$ cat src/hw/rtl/rpmfp_pkg.sv
// Shared types and constants for the period-to-rpm slew filter.
// No dependencies; the controller, datapath and top level refer to it by scoped names.
package rpmfp_pkg;

  localparam logic [31:0] TimeoutMinUs = 32'd250000;
  localparam logic [31:0] TimeoutMaxUs = 32'd1500000;
  localparam logic [31:0] PeriodLimit  = 32'd5000000;
  localparam logic [31:0] UsPerMinute  = 32'd60000000;
  localparam logic [13:0] RpmLimit     = 14'd12000;
  localparam logic [7:0]  MissMax      = 8'd255;
  localparam logic [13:0] SlewMargin   = 14'd30;

  // Dividend bits actually used by the serial divider
  localparam int DivBits = $clog2(UsPerMinute + 1);
  localparam int DivCntW = $clog2(DivBits);

  typedef struct packed {
    logic load_in;
    logic eval;
    logic check;
    logic div_start;
    logic div_step;
    logic filt;
    logic out_load;
  } cmd_t;

  typedef struct packed {
    logic timed;
    logic period_zero;
  } stat_t;

endpackage

$ cat src/hw/rtl/rpmfp_in_if.sv
// Request channel: one speed update (time, period, pulse timestamp).
// Depends on nothing.
interface rpmfp_in_if;
  logic        valid;
  logic        ready;
  logic [31:0] now_us;
  logic [31:0] rev_period_us;
  logic [31:0] last_pulse_us;

  modport source (output valid, output now_us, output rev_period_us,
                  output last_pulse_us, input ready);
  modport sink (input valid, input now_us, input rev_period_us,
                input last_pulse_us, output ready);
endinterface

$ cat src/hw/rtl/rpmfp_out_if.sv
// Result channel: reported rpm and the timeout flag.
// Depends on nothing.
interface rpmfp_out_if;
  logic        valid;
  logic        ready;
  logic [13:0] rpm_out;
  logic        timed_out;

  modport source (output valid, output rpm_out, output timed_out, input ready);
  modport sink (input valid, input rpm_out, input timed_out, output ready);
endinterface

$ cat src/hw/rtl/rpmfp_ctrl.sv
// Sequencer for the rpm filter: steps the datapath through one request.
// Depends on rpmfp_pkg.
module rpmfp_ctrl (
  input  logic             clk,
  input  logic             rst,
  input  logic             in_valid,
  output logic             in_ready,
  output logic             out_valid,
  input  logic             out_ready,
  input  rpmfp_pkg::stat_t stat,
  output rpmfp_pkg::cmd_t  cmd
);

  typedef enum logic [5:0] {
    S_IDLE = 6'b000001,
    S_EVAL = 6'b000010,
    S_CHK  = 6'b000100,
    S_DIV  = 6'b001000,
    S_FILT = 6'b010000,
    S_OUT  = 6'b100000
  } state_t;

  state_t                        state, state_next;
  logic [rpmfp_pkg::DivCntW-1:0] cnt, cnt_next;
  logic                          out_valid_next;

  always_comb begin
    state_next = state;
    cnt_next   = cnt;
    cmd        = '0;
    in_ready   = 1'b0;
    case (state)
      S_IDLE: begin
        in_ready = 1'b1;
        if (in_valid) begin
          cmd.load_in = 1'b1;
          state_next  = S_EVAL;
        end
      end
      S_EVAL: begin
        cmd.eval   = 1'b1;
        state_next = S_CHK;
      end
      S_CHK: begin
        cmd.check = 1'b1;
        if (stat.timed || stat.period_zero) begin
          state_next = S_OUT;
        end else begin
          cmd.div_start = 1'b1;
          cnt_next      = '0;
          state_next    = S_DIV;
        end
      end
      S_DIV: begin
        cmd.div_step = 1'b1;
        if (cnt == rpmfp_pkg::DivCntW'(rpmfp_pkg::DivBits - 1)) begin
          state_next = S_FILT;
        end else begin
          cnt_next = cnt + 1'b1;
        end
      end
      S_FILT: begin
        cmd.filt   = 1'b1;
        state_next = S_OUT;
      end
      S_OUT: begin
        // hold until the output register is free
        if (!out_valid || out_ready) begin
          cmd.out_load = 1'b1;
          state_next   = S_IDLE;
        end
      end
      default: begin
        state_next = S_IDLE;
      end
    endcase
  end

  always_comb begin
    out_valid_next = out_valid;
    if (cmd.out_load) begin
      out_valid_next = 1'b1;
    end else if (out_ready) begin
      out_valid_next = 1'b0;
    end
  end

  always_ff @(posedge clk) begin
    if (rst) begin
      state     <= S_IDLE;
      cnt       <= '0;
      out_valid <= 1'b0;
    end else begin
      state     <= state_next;
      cnt       <= cnt_next;
      out_valid <= out_valid_next;
    end
  end

endmodule

$ cat src/hw/rtl/rpmfp_dp.sv
// Datapath: request registers, stall check, serial divider, slew filter,
// output register. Depends on rpmfp_pkg; driven by rpmfp_ctrl.
module rpmfp_dp (
  input  logic             clk,
  input  logic             rst,
  input  logic             cfg_we,
  input  logic             cfg_wdata,
  input  logic [31:0]      now_us,
  input  logic [31:0]      rev_period_us,
  input  logic [31:0]      last_pulse_us,
  input  rpmfp_pkg::cmd_t  cmd,
  output rpmfp_pkg::stat_t stat,
  output logic [13:0]      rpm_out,
  output logic             timed_out
);

  localparam int QW = rpmfp_pkg::DivBits;

  logic        cam_wheel;
  logic [31:0] now_q, period_q, pulse_q;
  logic [13:0] filtered_rpm, reported_rpm;
  logic [22:0] held_period;
  logic [31:0] seen_pulse_time;
  logic [7:0]  miss_count;
  logic        timed_q;

  logic [QW-1:0] num, quo, rem;
  logic [QW:0]   trial;
  logic          fits;

  logic [31:0] timeout, gap;
  logic [23:0] dbl;
  logic [7:0]  miss_inc;

  logic [QW:0]         rpm_full;
  logic                rpm_ok;
  logic [13:0]         rpm14, lim, f_next;
  logic signed [17:0]  diff, lim_s, dcl, d5;

  // timeout from the held period, then the wrap-safe gap compare
  always_comb begin
    dbl = {held_period, 1'b0};
    if (held_period == '0) begin
      timeout = rpmfp_pkg::TimeoutMinUs;
    end else if ({8'd0, dbl} < rpmfp_pkg::TimeoutMinUs) begin
      timeout = rpmfp_pkg::TimeoutMinUs;
    end else if ({8'd0, dbl} > rpmfp_pkg::TimeoutMaxUs) begin
      timeout = rpmfp_pkg::TimeoutMaxUs;
    end else begin
      timeout = {8'd0, dbl};
    end
    gap      = now_q - pulse_q;
    miss_inc = (miss_count < rpmfp_pkg::MissMax) ? miss_count + 8'd1 : miss_count;
  end

  assign stat.timed       = gap > timeout;
  assign stat.period_zero = period_q == '0;

  // one restoring divide step
  assign trial = {rem, num[QW-1]};
  assign fits  = {{(32-QW-1){1'b0}}, trial} >= period_q;

  // slew-limited filter update
  always_comb begin
    rpm_full = cam_wheel ? {quo, 1'b0} : {1'b0, quo};
    rpm_ok   = (rpm_full != '0) && (rpm_full < (QW+1)'(rpmfp_pkg::RpmLimit));
    rpm14    = rpm_full[13:0];
    lim      = {2'd0, filtered_rpm[13:2]} + {3'd0, filtered_rpm[13:3]}
               + rpmfp_pkg::SlewMargin;
    lim_s    = $signed({4'd0, lim});
    diff     = $signed({4'd0, rpm14}) - $signed({4'd0, filtered_rpm});
    if (diff > lim_s) begin
      dcl = lim_s;
    end else if (diff < -lim_s) begin
      dcl = -lim_s;
    end else begin
      dcl = diff;
    end
    d5 = (dcl <<< 2) + dcl;
    if (filtered_rpm == '0) begin
      f_next = rpm14;
    end else begin
      f_next = filtered_rpm + 14'(d5 >>> 3);
    end
  end

  always_ff @(posedge clk) begin
    if (rst) begin
      cam_wheel       <= 1'b0;
      filtered_rpm    <= '0;
      reported_rpm    <= '0;
      held_period     <= '0;
      seen_pulse_time <= '0;
      miss_count      <= '0;
    end else begin
      if (cfg_we) begin
        cam_wheel <= cfg_wdata;
      end
      if (cmd.eval) begin
        if (pulse_q != seen_pulse_time) begin
          seen_pulse_time <= pulse_q;
          miss_count      <= '0;
        end
        if (period_q != '0 && period_q < rpmfp_pkg::PeriodLimit) begin
          held_period <= period_q[22:0];
        end
      end
      if (cmd.check) begin
        if (stat.timed) begin
          miss_count <= miss_inc;
          // drop the speed from the second consecutive miss on
          if (miss_inc >= 8'd2) begin
            filtered_rpm <= '0;
            reported_rpm <= '0;
          end
        end else begin
          miss_count <= '0;
        end
      end
      if (cmd.filt && rpm_ok) begin
        filtered_rpm <= f_next;
        reported_rpm <= f_next;
      end
    end
  end

  always_ff @(posedge clk) begin
    if (cmd.load_in) begin
      now_q    <= now_us;
      period_q <= rev_period_us;
      pulse_q  <= last_pulse_us;
    end
    if (cmd.check) begin
      timed_q <= stat.timed;
    end
    if (cmd.div_start) begin
      num <= rpmfp_pkg::UsPerMinute[QW-1:0];
      quo <= '0;
      rem <= '0;
    end else if (cmd.div_step) begin
      num <= {num[QW-2:0], 1'b0};
      quo <= {quo[QW-2:0], fits};
      rem <= fits ? QW'({{(32-QW-1){1'b0}}, trial} - period_q) : trial[QW-1:0];
    end
    if (cmd.out_load) begin
      rpm_out   <= reported_rpm;
      timed_out <= timed_q;
    end
  end

endmodule

$ cat src/hw/rtl/rpm_from_period_slew_filter_core.sv
// Engine speed from revolution period with stall detection and slew filter.
// A timeout or zero period goes from the check step straight to the output;
// otherwise the 26-step serial divide (one quotient bit a cycle) and the filter run first.
// One request is handled at a time; the next request is taken once
// the result sits in the output register. Reset (rst, synchronous) clears
// all speed state, the cam_wheel register and the output valid.
module rpm_from_period_slew_filter_core (
  input  logic        clk,
  input  logic        rst,
  input  logic        cfg_we,
  input  logic        cfg_wdata,
  rpmfp_in_if.sink    in_req,
  rpmfp_out_if.source out_res
);

  rpmfp_pkg::cmd_t  cmd;
  rpmfp_pkg::stat_t stat;

  rpmfp_ctrl u_ctrl (
    .clk       (clk),
    .rst       (rst),
    .in_valid  (in_req.valid),
    .in_ready  (in_req.ready),
    .out_valid (out_res.valid),
    .out_ready (out_res.ready),
    .stat      (stat),
    .cmd       (cmd)
  );

  rpmfp_dp u_dp (
    .clk           (clk),
    .rst           (rst),
    .cfg_we        (cfg_we),
    .cfg_wdata     (cfg_wdata),
    .now_us        (in_req.now_us),
    .rev_period_us (in_req.rev_period_us),
    .last_pulse_us (in_req.last_pulse_us),
    .cmd           (cmd),
    .stat          (stat),
    .rpm_out       (out_res.rpm_out),
    .timed_out     (out_res.timed_out)
  );

endmodule

$ cat src/flat_wrapper.sv
// flat-port wrapper written by rule: the top's interface ports become plain ports
module rpm_from_period_slew_filter_core_flat 
  (clk, rst, cfg_we, cfg_wdata, in_req_valid, in_req_now_us, in_req_rev_period_us, in_req_last_pulse_us, in_req_ready, out_res_valid, out_res_rpm_out, out_res_timed_out, out_res_ready);
  rpmfp_in_if in_req_i ();
  rpmfp_out_if out_res_i ();
  input  logic clk;
  input  logic rst;
  input  logic cfg_we;
  input  logic cfg_wdata;
  input wire logic [$bits(in_req_i.valid)-1:0] in_req_valid;
  input wire logic [$bits(in_req_i.now_us)-1:0] in_req_now_us;
  input wire logic [$bits(in_req_i.rev_period_us)-1:0] in_req_rev_period_us;
  input wire logic [$bits(in_req_i.last_pulse_us)-1:0] in_req_last_pulse_us;
  output wire logic [$bits(in_req_i.ready)-1:0] in_req_ready;
  output wire logic [$bits(out_res_i.valid)-1:0] out_res_valid;
  output wire logic [$bits(out_res_i.rpm_out)-1:0] out_res_rpm_out;
  output wire logic [$bits(out_res_i.timed_out)-1:0] out_res_timed_out;
  input wire logic [$bits(out_res_i.ready)-1:0] out_res_ready;
  assign in_req_i.valid = in_req_valid;
  assign in_req_i.now_us = in_req_now_us;
  assign in_req_i.rev_period_us = in_req_rev_period_us;
  assign in_req_i.last_pulse_us = in_req_last_pulse_us;
  assign in_req_ready = in_req_i.ready;
  assign out_res_valid = out_res_i.valid;
  assign out_res_rpm_out = out_res_i.rpm_out;
  assign out_res_timed_out = out_res_i.timed_out;
  assign out_res_i.ready = out_res_ready;
  rpm_from_period_slew_filter_core u_core (.clk(clk), .rst(rst), .cfg_we(cfg_we), .cfg_wdata(cfg_wdata), .in_req(in_req_i), .out_res(out_res_i));
endmodule
$ cat config.mk
export PLATFORM = sky130hd
export DESIGN_NAME = rpm_from_period_slew_filter_core_flat
export DESIGN_NICKNAME = d
export VERILOG_FILES = /design/src/hw/rtl/rpmfp_pkg.sv /design/src/hw/rtl/rpmfp_in_if.sv /design/src/hw/rtl/rpmfp_out_if.sv /design/src/hw/rtl/rpmfp_ctrl.sv /design/src/hw/rtl/rpmfp_dp.sv /design/src/hw/rtl/rpm_from_period_slew_filter_core.sv /design/src/flat_wrapper.sv
export SDC_FILE = /design/constraint.sdc
export NUM_CORES = 1
export LEC_CHECK = 0
export ABC_AREA = 1
export BUFFER_PORTS_ARGS = -buffer_cell sky130_fd_sc_hd__buf_2
export CAP_MARGIN = 20
export CORE_ASPECT_RATIO = 1.5
export CORE_MARGIN = 3
export CORE_UTILIZATION = 30
export DETAILED_ROUTE_END_ITERATION = 10
export GPL_TIMING_DRIVEN = 0
export HOLD_SLACK_MARGIN = 0.06
export SLEW_MARGIN = 40
export SYNTH_ARGS = -nofsm -noshare
export SYNTH_HDL_FRONTEND = slang
export SYNTH_SLANG_ARGS = --single-unit
$ cat constraint.sdc
create_clock -name clk -period 6.62 [get_ports clk]
set_input_delay 1.324 -clock clk [delete_from_list [all_inputs] [get_ports clk]]
set_output_delay 1.324 -clock clk [all_outputs]
set_load 0.05 [all_outputs]
==> impl_metrics.py, run 1 <==
metrics = {
    "clock_network": {
        "cts_hold_buffers": 0,
        "root_buffer": "clkbuf_16",
        "cts_tree": "built",
        "tritoncts.num_buffers": 30,
        "clk_path_buf_depth": 3,
        "clock_latency_ns": 0.61,
        "path_clk_slew_ns": 0.07,
        "clock-sinks": 272,
        "htreeDepth": 1,
    },
    "pwr": {
        "sw_frac_of_total_pct": 42.16,
        "comb_power_share_pct": 52.2,
        "vdd_ir_drop_max_mv": 0.2463,
        "power_w": 0.007924,
        "p_leak_nw": 11.04,
        "power_frac_seq_pct": 26.1,
        "power_density_nw_per_um2": 334.7,
        "clkPwrFrac_pct": 21.7,
        "p_sw_w": 0.003340,
        "internal_power_w": 0.004583,
    },
    "critical_path": {
        "rr_worst_depth": 44,
        "cpPeakStageDelay_ns": 0.44,
        "startpoint": "u_core.u_dp.reported_rpm[4]",
        "reg2reg_setup_slack_ns": -0.47,
        "cp.required_ns": 7.07,
        "crit_cells": 44,
        "cp_common_cell": "buf_4",
        "crit_path_top_delay_cell": "fa_2",
        "worst-path-buf-inv": 9,
        "critPathMaxFanout": 8,
        "crit_end": "u_core.u_dp.reported_rpm[13]",
        "cp_top_family": "compound AO/OA/AOI/OAI gates",
        "worstSetupPathType": "register to register",
        "end_kind": "register",
        "r2r-end": "u_core.u_dp.reported_rpm[13]",
        "worstSetupStartpointType": "register",
        "r2r-start": "u_core.u_dp.reported_rpm[4]",
        "arrival_ns": 7.54,
    },
    "detailed_routing": {
        "post_drt_wl_per_cell_um": 15.88,
        "vias": 17750,
        "drt_iter0_markers": 848,
        "ant_nets": 0,
        "routed_via_density": 4.866,
        "first_pass_iters": 7,
        "drc_errors": 0,
        "drt-total-wl_mm": 57.91,
    },
    "global_route": {
        "grt_max_degree": 24,
        "track_usage_pct": 16.68,
        "grt_pass1_wl_mm": 89.38,
        "antenna_found_initial": 2,
        "grt_overflow_total": 0,
        "grt_pass1_vias": 17640,
    },
    "floorplanning": {
        "initial_core_util_pct": 30.32,
        "fp.dieH_um": 315.9,
        "die_x_um": 212.6,
        "ios": 119,
        "die_area_um2": 67150,
        "rows": 113,
        "core_um2": 63340,
    },
    "yosys": {
        "async_flop_share_pct": 0,
        "yosys.area.top_type_share_pct": 17.51,
        "yosysWarnings": 0,
        "syn_inst": 2557,
        "yosysTopAreaCell": "edfxtp_1",
        "synth_area_um2": 19210,
        "synth_edf_count": 112,
        "ys_types": 61,
        "ys_seq_elements": 272,
        "ys_seq_area_share_pct": 34.19,
        "yosys-top-cells-area": "edfxtp_1 18%, dfxtp_1 17%, ha_1 12%",
        "synth_ff_type": "dfxtp_1",
        "syn_area_per_cell_um2": 7.511,
    },
    "sta": {
        "timing.fmax_mhz": 141.1,
        "setup_tns_ns": -2.678,
        "tightest_slew_ns": 0.8348,
        "min_period_ns": 7.089,
        "slew_violations": 0,
        "setup_viol": 8,
        "hold_viol_final": 0,
        "hold_slack_ns": 0.4253,
        "skew_ns": 0.03448,
        "setup_ws_ns": -0.4689,
        "rsz0062_at_grt": "true",
        "post-route-period-util_pct": 107.1,
        "slew_headroom_pct": 44.35,
    },
    "hold_path": {
        "hp-class": "register to register",
        "whs_path_depth": 0,
    },
    "placed_design": {
        "gp_congestion": 0.9340,
        "port_buffers": 118,
        "dp_hpwl_mm": 44.99,
    },
    "run": {
        "cap_viol_max_count": 0,
    },
    "finish": {
        "utilization_pct": 37.37,
        "drive_above_1_share_pct": 19.81,
        "syn2layout_area_growth_pct": 23.25,
        "fin_nets": 3113,
    },
    "run_status": {
        "outcome": "finished with violations",
        "failed_checks": "setup timing",
    },
}
==> cell usage after synthesis (all sizes together) (2+ instances only) <==
master / n
a31oi: 12
nand3b: 5
buf: 19
nand3: 124
and3: 2
a21boi: 4
clkbuf: 38
a21oi: 232
o21ai: 174
edfxtp: 112
nor3: 33
a22oi: 5
nand4: 39
or2: 18
dfxtp: 160
nor3b: 2
nor2: 171
o221ai: 3
a221oi: 2
o211ai: 65
inv: 394
o21a: 5
xor2: 64
ha: 186
fa: 6
a31o: 2
nor4: 18
xnor2: 39
o2111ai: 5
nand2: 579
o31ai: 2
a21o: 8
o22ai: 7
clkinv: 2
a211oi: 3
o21bai: 12
==> cells in the final DEF (no fill, tap or decap), types with 110 or more instances in the layout <==
master    netlist  routed
dfxtp_1       160     150
o21ai_0       164     147
a21oi_1       226     205
edfxtp_1      112     112
nand3_1       119     110
inv_1         370     356
nor2_1        158     146
buf_2          11     132
ha_1          186     167
nand2_1       565     538
==> per-layer routing <==
metal  share of wire (%)  vias to the layer above  GRT usage, %  wire length (um)
li1                    -                     9077             -                 -
met5                   0                        -             0                 0
met2                  54                      410         33.21             31320
met4                 4.1                        0         6.567              2384
met1                  39                     8134         17.81             22310
met3                 3.3                      129         1.390              1896
==> power groups by stage <==
stage          combinational (W)  sequential [W]  clock, W
4_1_cts                  0.00363         0.00207   0.00178
6_report                 0.00414         0.00207   0.00172
5_1_grt                  0.00459         0.00208   0.00183
2_1_floorplan            0.00242         0.00208         0
3_5_place_dp             0.00324         0.00211         0
3_3_place_gp             0.00314         0.00213         0
==> registers in the layout, summed over array words and instances, names as in the netlist <==
register                     cells
u_core.u_ctrl.cnt                5
u_core.u_dp.pulse_q             32
u_core.u_dp.num                 18
u_core.u_dp.seen_pulse_time     32
u_core.u_dp.now_q               32
u_core.u_dp.timed_q              1
u_core.u_dp.reported_rpm        14
u_core.u_dp.period_q            32
u_core.u_ctrl.out_valid          1
u_core.u_dp.cam_wheel            1
u_core.u_dp.rem                 26
u_core.u_dp.rpm_out             14
u_core.u_dp.miss_count           8
u_core.u_dp.held_period         23
u_core.u_dp.quo                 26
u_core.u_ctrl.state              6
u_core.u_dp.timed_out            1
==> worst reg2reg max path: cells and delay by family (launching register included) <==
kind	cells	cell delay (ns)
buf+inv	9	1.05
fa+ha+maj	5	1.60
flops	1	0.38
compound gates	12	1.76
xor+xnor	3	0.54
simple gates	15	1.63
==> worst min-delay path by stage <==
stage / startpoint / to / slack (ns)
finish: u_core.u_dp.timed_q / u_core.u_dp.timed_out / 0.43
floorplan: u_core.u_dp.timed_q / u_core.u_dp.timed_out / 0.40
global placement: u_core.u_dp.timed_q / u_core.u_dp.timed_out / 0.41
global route: u_core.u_dp.timed_q / u_core.u_dp.timed_out / 0.44
detailed placement: u_core.u_dp.timed_q / u_core.u_dp.timed_out / 0.41
CTS: u_core.u_dp.timed_q / u_core.u_dp.timed_out / 0.43
==> stage by stage <==
step	worst slack, ns	instances	area, um2
final	-0.4689	3648	23670
after global routing	-0.9287	3648	23670
after CTS	-0.4255	3629	23050
after detailed placement	-1.512	3491	20990
after global placement	-1.516	3482	20830
after floorplan	0.002799	2559	19230
==> kinds of logic after synthesis <==
| group | count (synthesis) | synth area share [%] |
|---|---|---|
| buffers and inverters | 453 | 9.160 |
| AOI/OAI and AO/OA | 544 | 16.62 |
| DFF | 272 | 34.19 |
| and+or+nand+nor | 992 | 22.36 |
| xor gates and xnor gates | 103 | 4.912 |
| other | 1 | 0.01953 |
| adders and majority gates | 192 | 12.74 |
==> cell type report <==
type,count,area (um2)
antenna,1,2.502
timing repair buffer,228,1516
clock inverter,17,171.4
clock buffer,38,832.0
multi-input combinational,1834,11750
tap,805,1007
inverter,396,1514
sequential,272,6596
buffer,57,279.0
fill,6612,39670
==> repair_timing <==
| action | CTS | global route |
|---|---|---|
| gates resized for setup | 119 | 99 |
| pin swaps | 66 | 72 |
| setup endpoints to repair | 13 | 12 |
| setup buffers | 83 | 21 |
Power figures use the tool's default switching activity.
==> run 2, diff against run 1 <==
--- a/config.mk
+++ b/config.mk
@@ -5,15 +5,17 @@
 export SDC_FILE = /design/constraint.sdc
 export NUM_CORES = 1
 export LEC_CHECK = 0
-export ABC_AREA = 1
 export BUFFER_PORTS_ARGS = -buffer_cell sky130_fd_sc_hd__buf_2
 export CAP_MARGIN = 20
+export CELL_PAD_IN_SITES_DETAIL_PLACEMENT = 0
+export CELL_PAD_IN_SITES_GLOBAL_PLACEMENT = 1
 export CORE_ASPECT_RATIO = 1.5
 export CORE_MARGIN = 3
 export CORE_UTILIZATION = 30
 export DETAILED_ROUTE_END_ITERATION = 10
 export GPL_TIMING_DRIVEN = 0
 export HOLD_SLACK_MARGIN = 0.06
+export PLACE_DENSITY_LB_ADDON = 0.1
 export SLEW_MARGIN = 40
 export SYNTH_ARGS = -nofsm -noshare
 export SYNTH_HDL_FRONTEND = slang
==> constraint.sdc (replaced) <==
create_clock -name clk -period 8.52 [get_ports clk]
set_input_delay 1.704 -clock clk [delete_from_list [all_inputs] [get_ports clk]]
set_output_delay 1.704 -clock clk [all_outputs]
set_load 0.05 [all_outputs]
==> run 2 against run 1 <==
The flow now finishes without violations. Sequential share of layout area is 2.3 points higher. Total power is 58% lower. Utilization is 1.0 points lower. First-iteration DRC count is 18% lower. Global-route usage is 1.5 points higher. Combinational power is 87% lower. Register-to-register slack better by 0.67 ns. Non-clock buffer count is 55 lower. Synthesized cell count is 19% lower. Die area is 4.9% lower. Wire length is 3.5% higher. Critical path type unchanged. Highest routed layer unchanged.
==> impl_metrics.py, run 2 <==
metrics = {
    "critical_path": {
        "arrival_ns": 8.84,
        "crit_path_top_delay_cell": "a221o_2",
        "end_kind": "register",
        "reg2reg_setup_slack_ns": 0.20,
        "r2r-start": "u_core.u_dp.reported_rpm[4]",
        "cp_top_family": "compound AO/OA/AOI/OAI gates",
        "worstSetupStartpointType": "register",
        "cpPeakStageDelay_ns": 0.44,
        "worstSetupPathType": "register to register",
        "worst-path-buf-inv": 4,
        "rr_worst_depth": 41,
        "cp.required_ns": 9.04,
        "r2r-end": "u_core.u_dp.reported_rpm[12]",
        "critPathMaxFanout": 5,
    },
    "yosys": {
        "synth_area_um2": 18240,
        "ys_types": 80,
        "yosys-top-cells-area": "edfxtp_1 18%, dfxtp_1 18%, ha_1 13%",
        "yosys.area.top_type_share_pct": 18.44,
        "syn_inst": 2071,
        "yosysTopAreaCell": "edfxtp_1",
        "async_flop_share_pct": 0,
        "synthTopCellsByCount": "216 x nor2_1, 186 x a21oi_1, 186 x ha_1",
        "synth_ff_type": "dfxtp_1",
        "syn_area_per_cell_um2": 8.806,
        "synth_most_common_cell": "nor2_1",
        "ys_seq_elements": 272,
        "yosysWarnings": 0,
        "synth_edf_count": 112,
        "ys_seq_area_share_pct": 36.01,
    },
    "global_route": {
        "grt_overflow_total": 0,
        "grt_use_met3_pct": 1.689,
        "grt.busiest_layer": "met2",
        "grt_util_met1_pct": 19.96,
        "grt_pass1_wl_mm": 91.85,
        "grt_max_degree": 35,
        "grt_pass1_vias": 16160,
        "antenna_found_initial": 1,
        "met2_usage_pct": 36.03,
        "track_usage_pct": 18.20,
    },
    "sta": {
        "setup_tns_ns": 0,
        "rsz0062_at_grt": "true",
        "tightest_slew_ns": 0.8063,
        "slew_violations": 0,
        "timing.fmax_mhz": 120.2,
        "post-route-period-util_pct": 97.67,
        "setup_viol": 0,
        "slew_headroom_pct": 46.25,
        "min_period_ns": 8.321,
        "hold_viol_final": 0,
        "skew_ns": 0.02216,
    },
    "floorplanning": {
        "initial_core_util_pct": 30.32,
        "die_x_um": 207.3,
        "core_um2": 60150,
        "ios": 119,
        "fp.dieH_um": 308.0,
        "die_area_um2": 63840,
        "rows": 110,
    },
    "finish": {
        "regArea_um2": 6585,
        "fill_cells": 6210,
        "syn2layout_area_growth_pct": 19.81,
        "multi_input_area_um2": 11440,
        "final_cell_mix": "215 x nor2_1, 181 x ha_1, 178 x nand2_1, 172 x a21oi_1, 155 x dfxtp_1",
        "drive_above_1_share_pct": 15.71,
        "antennaDiodeCount": 0,
        "mostFrequentLayoutCell": "nor2_1",
        "layout.cells.non_filler": 3075,
        "fin_nets": 2561,
        "finalInstanceArea_um2": 21850,
    },
    "clock_network": {
        "tritoncts.num_buffers": 30,
        "cts_tree": "built",
        "cts_hold_buffers": 0,
        "htreeDepth": 1,
        "path_clk_slew_ns": 0.07,
        "clock_latency_ns": 0.59,
        "root_buffer": "clkbuf_16",
        "clk_path_buf_depth": 3,
        "clock-sinks": 272,
    },
    "placed_design": {
        "placedCellCount": 2978,
        "gp_congestion": 0.8497,
        "dp_hpwl_mm": 47.17,
        "placed_cell_area_um2": 19910,
        "port_buffers": 118,
    },
    "hold_path": {
        "min_to": "u_core.u_dp.num[18]",
        "whs_path_depth": 2,
        "hp-start": "u_core.u_dp.num[17]",
        "hp-class": "register to register",
    },
    "detailed_routing": {
        "drt_iter0_markers": 698,
        "vias": 15700,
        "ant_nets": 0,
        "drc_errors": 0,
        "post_drt_wl_per_cell_um": 19.49,
        "first_pass_iters": 5,
        "drt-total-wl_mm": 59.93,
        "routed_via_density": 5.104,
    },
    "pwr": {
        "vdd_ir_drop_max_mv": 0.1475,
        "p_leak_nw": 9.097,
        "power_density_nw_per_um2": 152.2,
    },
    "run_status": {
        "outcome": "completed",
    },
    "run": {
        "cap_viol_max_count": 0,
    },
}
## run 2: final cells by class
class / instances / area share [%]
Buffer: 67 / 1.609
Clock buffer: 35 / 3.619
Clock inverter: 21 / 0.9220
Inverter: 134 / 2.336
Multi-Input combinational cell: 1599 / 52.35
Sequential cell: 272 / 30.14
Tap cell: 784 / 4.490
Timing Repair Buffer: 163 / 4.530
## run 2: tightest hold or removal path, delay by kind of cell (launching register included)
kind	cells	cell delay, ns
AO/OA/AOI/OAI	1	0.05
flip-flops	1	0.31
AND/OR/NAND/NOR	1	0.05
## run 2: cell families after synthesis
group	synth area share [%]
DFF	36.01
buffers and inverters	4.364
xor gates and xnor gates	6.147
adders and majority gates	13.42
other	0.02056
muxes	4.137
AOI/OAI and AO/OA	18.47
and+or+nand+nor	17.43
## run 2: timing repair
| action | in CTS | in global routing |
|---|---|---|
| pin swaps | 36 | 50 |
| setup buffers | 26 | 16 |
| endpoints found under the setup margin | 13 | 6 |
| gates resized for setup | 86 | 53 |
## run 2: per-layer routing
metal / wire, um / vias to the layer above
li1: - / 7908
met1: 23630 / 7396
met2: 32330 / 287
met3: 1654 / 105
met4: 2312 / 0
met5: 0 / -
## run 2: how the worst max path moves through the flow
stage | to | slack, ns | cells after the start | from
after global routing | u_core.u_dp.reported_rpm[12] | -0.18 | 41 | u_core.u_dp.reported_rpm[4]
after floorplan | u_core.u_dp.reported_rpm[12] | 0.08 | 42 | u_core.u_dp.cam_wheel
final | u_core.u_dp.reported_rpm[12] | 0.20 | 41 | u_core.u_dp.reported_rpm[4]
after global placement | u_core.u_dp.reported_rpm[12] | -2.15 | 41 | u_core.u_dp.cam_wheel
after CTS | u_core.u_dp.reported_rpm[11] | 0.0003 | 39 | u_core.u_dp.reported_rpm[4]
after detailed placement | u_core.u_dp.reported_rpm[12] | -2.21 | 41 | u_core.u_dp.cam_wheel
## run 2: power breakdown
| group | total (W) | leakage (nW) | internal [W] | switching [W] |
|---|---|---|---|---|
| logic | 0.000539 | 6.27 | 0.000211 | 0.000328 |
| registers | 0.00144 | 2.36 | 0.00141 | 0.0000336 |
| clock network | 0.00134 | 0.475 | 0.000758 | 0.000587 |
| total | 0.00332 | 9.10 | 0.00238 | 0.000948 |
## run 2: metrics by stage
step                      power (W)  hold WS, ns  setup WS, ns  utilization [%]
after CTS                  0.003392       0.4547     0.0003046            35.69
after global routing       0.003496       0.4759       -0.1771            36.33
final                      0.003324       0.4486        0.1986            36.33
after global placement     0.002009       0.4428        -2.151            32.95
after floorplan            0.001833       0.4003       0.07841                -
after detailed placement   0.002010       0.4454        -2.207            33.11
